`config.mk`:
```
export PLATFORM = sky130hd
export DESIGN_NAME = ldm_delay
export DESIGN_NICKNAME = d
export VERILOG_FILES = /design/src/hw/rtl/lens_distortion_point_map_macros.svh /design/src/hw/rtl/ldm_delay.sv
export SDC_FILE = /design/constraint.sdc
export NUM_CORES = 1
export LEC_CHECK = 0
export BUFFER_PORTS_ARGS = -buffer_cell sky130_fd_sc_hd__buf_2
export CAP_MARGIN = 20
export CORE_MARGIN = 5
export CORE_UTILIZATION = 42
export CTS_BUF_LIST = sky130_fd_sc_hd__clkbuf_4 sky130_fd_sc_hd__clkbuf_8
export CTS_CLUSTER_SIZE = 12
export DETAILED_ROUTE_END_ITERATION = 6
export PLACE_DENSITY_LB_ADDON = 0.08
export SLEW_MARGIN = 10
export SYNTH_ARGS = -nofsm -noshare
export SYNTH_HDL_FRONTEND = slang
export SYNTH_SLANG_ARGS = --single-unit
```
`constraint.sdc`:
```
create_clock -name clock -period 0.8 [get_ports clock]
set_input_delay 0.04 -clock clock [delete_from_list [all_inputs] [get_ports clock]]
set_output_delay 0.04 -clock clock [all_outputs]
set_load 0.01 [all_outputs]
```
`src/hw/rtl/lens_distortion_point_map_macros.svh`:
```
// assertion helpers for the rtl
`ifndef LENS_DISTORTION_POINT_MAP_MACROS_SVH
`define LENS_DISTORTION_POINT_MAP_MACROS_SVH

// same-cycle implication
`define LDM_ASSERT(lbl, clk, rst, ante, cons) \
   lbl: assert property (@(posedge clk) disable iff (rst) (ante) |-> (cons)) \
      else $error("ldm assertion failed");

// next-cycle implication
`define LDM_ASSERT_NEXT(lbl, clk, rst, ante, cons) \
   lbl: assert property (@(posedge clk) disable iff (rst) (ante) |=> (cons)) \
      else $error("ldm assertion failed");

`endif

```
`src/hw/rtl/ldm_delay.sv`:
```
`timescale 1ns / 1ps
`default_nettype none

module ldm_delay #(
   parameter int DEPTH = 1,
   parameter int WIDTH = 64
) (
   input  wire logic             clock,
   input  wire logic             enable,
   input  wire logic [WIDTH-1:0] din,
   output logic      [WIDTH-1:0] dout
);

   logic [WIDTH-1:0] tap_ff [DEPTH];

   always_ff @(posedge clock) begin
      if (enable) begin
         tap_ff[0] <= din;
         for (int i = 1; i < DEPTH; i++) begin
            tap_ff[i] <= tap_ff[i-1];
         end
      end
   end

   assign dout = tap_ff[DEPTH-1];

endmodule

`default_nettype wire

```
Word-level counts from Yosys, hierarchy flattened
Memories as Yosys holds them, arrays and structs flattened.
Cells that the tools add are included.
W data, S select, Z words.

word-level totals
  register bits = 0
  RAM bits = 64
  bits of input ports = 66
  output and inout port bits = 64
  word-level logic and storage cells = 3
  memories kept = 1

memory list
  name    words  width  read ports  clocked after memory_dff  write ports  RTL line         RTL
  tap_ff  1      64     1           0                         1            ldm_delay.sv:14  logic [WIDTH-1:0] tap_ff [DEPTH];

operators by class
  mux-type cells = 2

operators with widths
  operator  count
  $mux W1   2

Logic depth before layout (Yosys ltp)
  word-level depth = 2
  gate-level depth with buffers = 0

Worst setup path after synthesis
Ideal clock, no wire load.

  path type = flip-flop to output port
  from = memory tap_ff[0][0]
  to = output port dout[0]
  arrival = 394 ps
  path slack = 366 ps
  cell stages (with the launch flop) = 1
  cells stage by stage = edfxtp_1

between the ends
  cells in the longest elaborated chain, start to end = 1

ends and longest elaborated chain
  item            RTL line         RTL
  from (decl)     ldm_delay.sv:14
  $mem_v2 Z1 W64  n/a
  to (decl)       ldm_delay.sv:11  output logic [WIDTH-1:0] dout

Every way passes these cells.

Worst setup path in the final report
  from = memory tap_ff[0][55]
  to = output port dout[55]

The elaborated chain is that of the path after synthesis.

==> summary.txt <==
status - finished, violations left
failing checks - setup timing
Iter 0 DRT Violations - 45
setup TNS - -4317 ps
Slew @ Worst Pin - 167.9 ps
pin count of the biggest net entering global routing - 25
layout cells sized above 1 - 53.26%
Hold Path Origin - enable
Critical Path Max Stage Delay - 400 ps
CTS max path bufs - 2
Post-Syn Instances - 64
Multi-input comb cells - 0
via count - 1430
post-detailed-route count of antenna-violating nets - 0
count of different cell masters after synthesis - 1
Initial Util - 43.84%
first-pass GRT wire length - 8142 microns
Slew headroom - 88.89%
Row Count - 24
most frequent cells in the layout - 129 x buf_2, 64 x dlygate4sd3_1, 64 x edfxtp_1, 9 x clkbuf_8, 4 x clkinv_2
crit path DAT - 870 ps
RSZ-0062 raised after global routing - true
Final Hold Fails - 0
critical path class - register to primary output
area delta synth->final - 81.90%
Setup-failing EPs final - 64
CP endpoint kind - primary output
Synth Warn # - 0
Hold EP - tap_ff[0][55]
syn_nets - 130
total grt overflow - 0
clock buffer count from CTS - 9
htree depth - 3
DIE HEIGHT - 77.65 microns
Multi-input gate area - 0 sq um
buffers added on ports - 129
initial antenna violation count - 0
synthesized flop and latch total - 64
Vias/cell - 4.360
crit-path max FO - 1
max-cap violations - 0
total chip power - 7.213 mW
post-detail-place hpwl - 3361 microns
Placer Congestion - 0.6715
Leak Pwr - 1.520 nW
wire length per cell - 15.92 microns
Remaining DRCs - 0
worst endpoint required time - 760 ps
worst min path class - primary input to register
Peak VDD IR - 0.001606 V
cell at the slowest stage of the critical path - edfxtp_1
Mean Syn Cell Area - 30.03 sq um
IO Pins - 130
Slew Viols, Final - 0
CTS tree - built
hold path depth - 2
antenna diode count - 0
Cell Chain, Critical Path - buf_2
vias in the first global route - 1598
gr usage total - 17.95%
DIE AREA - 6029 sq um
post_cts resized - 0
post-synthesis sequential area ratio - 100.0%
Buf/Inv on CP - 1
final worst-path cycle share - 114.3%
leading cell type in the layout, fill and taps excluded - buf_2
largest reg by FF count - tap_ff
Die Wd - 77.65 microns
biggest regs - tap_ff: 64 flops
cell chosen for the clock root - clkbuf_8
max FFs per register - 64
Tmin final - 914.6 ps
fmax - 1093 MHz
power density over the cells - 2063 nW/um^2
Clk pin slew, worst setup/hold paths - 60 ps
setup slack after layout - -114.6 ps
Crit path max-delay family - flip-flops
Final Routed Wirelength - 5223 microns
CTS Sinks - 64
CP Launch Type - register
Cell Area, Synth - 1922 sq um
core area - 4384 sq um
postcts setup bufs - 0
DR pass1 iterations - 4
NumNets Final - 337
-- through the flow --
step | hold WS [ps] | cell area (sq um) | cells | setup slack (ps) | util, %
after floorplan | 138.9 | 1922 | 64 | 366.2 | -
after CTS | 184.7 | 3496 | 328 | -151.3 | 79.74
final | 215.4 | 3496 | 328 | -114.6 | 79.74
after global routing | 204.3 | 3496 | 328 | -145.1 | 79.74
after detailed placement | 218.1 | 2693 | 248 | 63.64 | 61.42
after global placement | 215.9 | 2693 | 248 | 85.02 | 61.42
-- cells by family (layout without fill, tap and decap cells) --
kind of cell           count (synthesis)  count (layout)  share of synthesized area [%]
DFF                                   64              64                          100.0
buffers and inverters                  0             212                              0
-- cell usage after synthesis --
cell | count | area [sq um]
edfxtp_1 | 64 | 1922
-- repair_timing --
item | CTS | global route
hold endpoints to repair | 64 | 0
hold buffers | 64 | 0
setup endpoints to repair | 64 | 64
-- where the power goes --
part | internal [mW] | total (mW) | switching [mW]
clock network | 1.16 | 2.26 | 1.10
logic | 0.508 | 0.901 | 0.394
registers | 3.98 | 4.05 | 0.0650
-- how the worst max path moves through the flow --
stage                        from       endpoint  slack [ps]  cells past startpoint
detailed placement         enable  tap_ff[0][44]          60                      2
floorplan            tap_ff[0][0]        dout[0]         370                      0
CTS                 tap_ff[0][55]       dout[55]        -150                      1
global placement           enable  tap_ff[0][10]          90                      2
finish              tap_ff[0][55]       dout[55]        -110                      1
global route        tap_ff[0][52]       dout[52]        -150                      1
-- area by class of cell --
class	count	area, sq um
Sequential cell	64	1922
Clock buffer	11	138.9
Timing Repair Buffer	196	1346
Fill cell	265	888.4
Tap cell	52	65.06
Clock inverter	5	23.77
-- metal layers --
metal | vias up | GRT usage, % | part of all wire, %
li1 | 675 | - | -
met1 | 656 | 18.11 | 33
met2 | 87 | 31.39 | 53
met3 | 12 | 7.639 | 11
met4 | 0 | 8.935 | 2.4
met5 | - | 0 | 0
(Power assumes the default switching activity.)
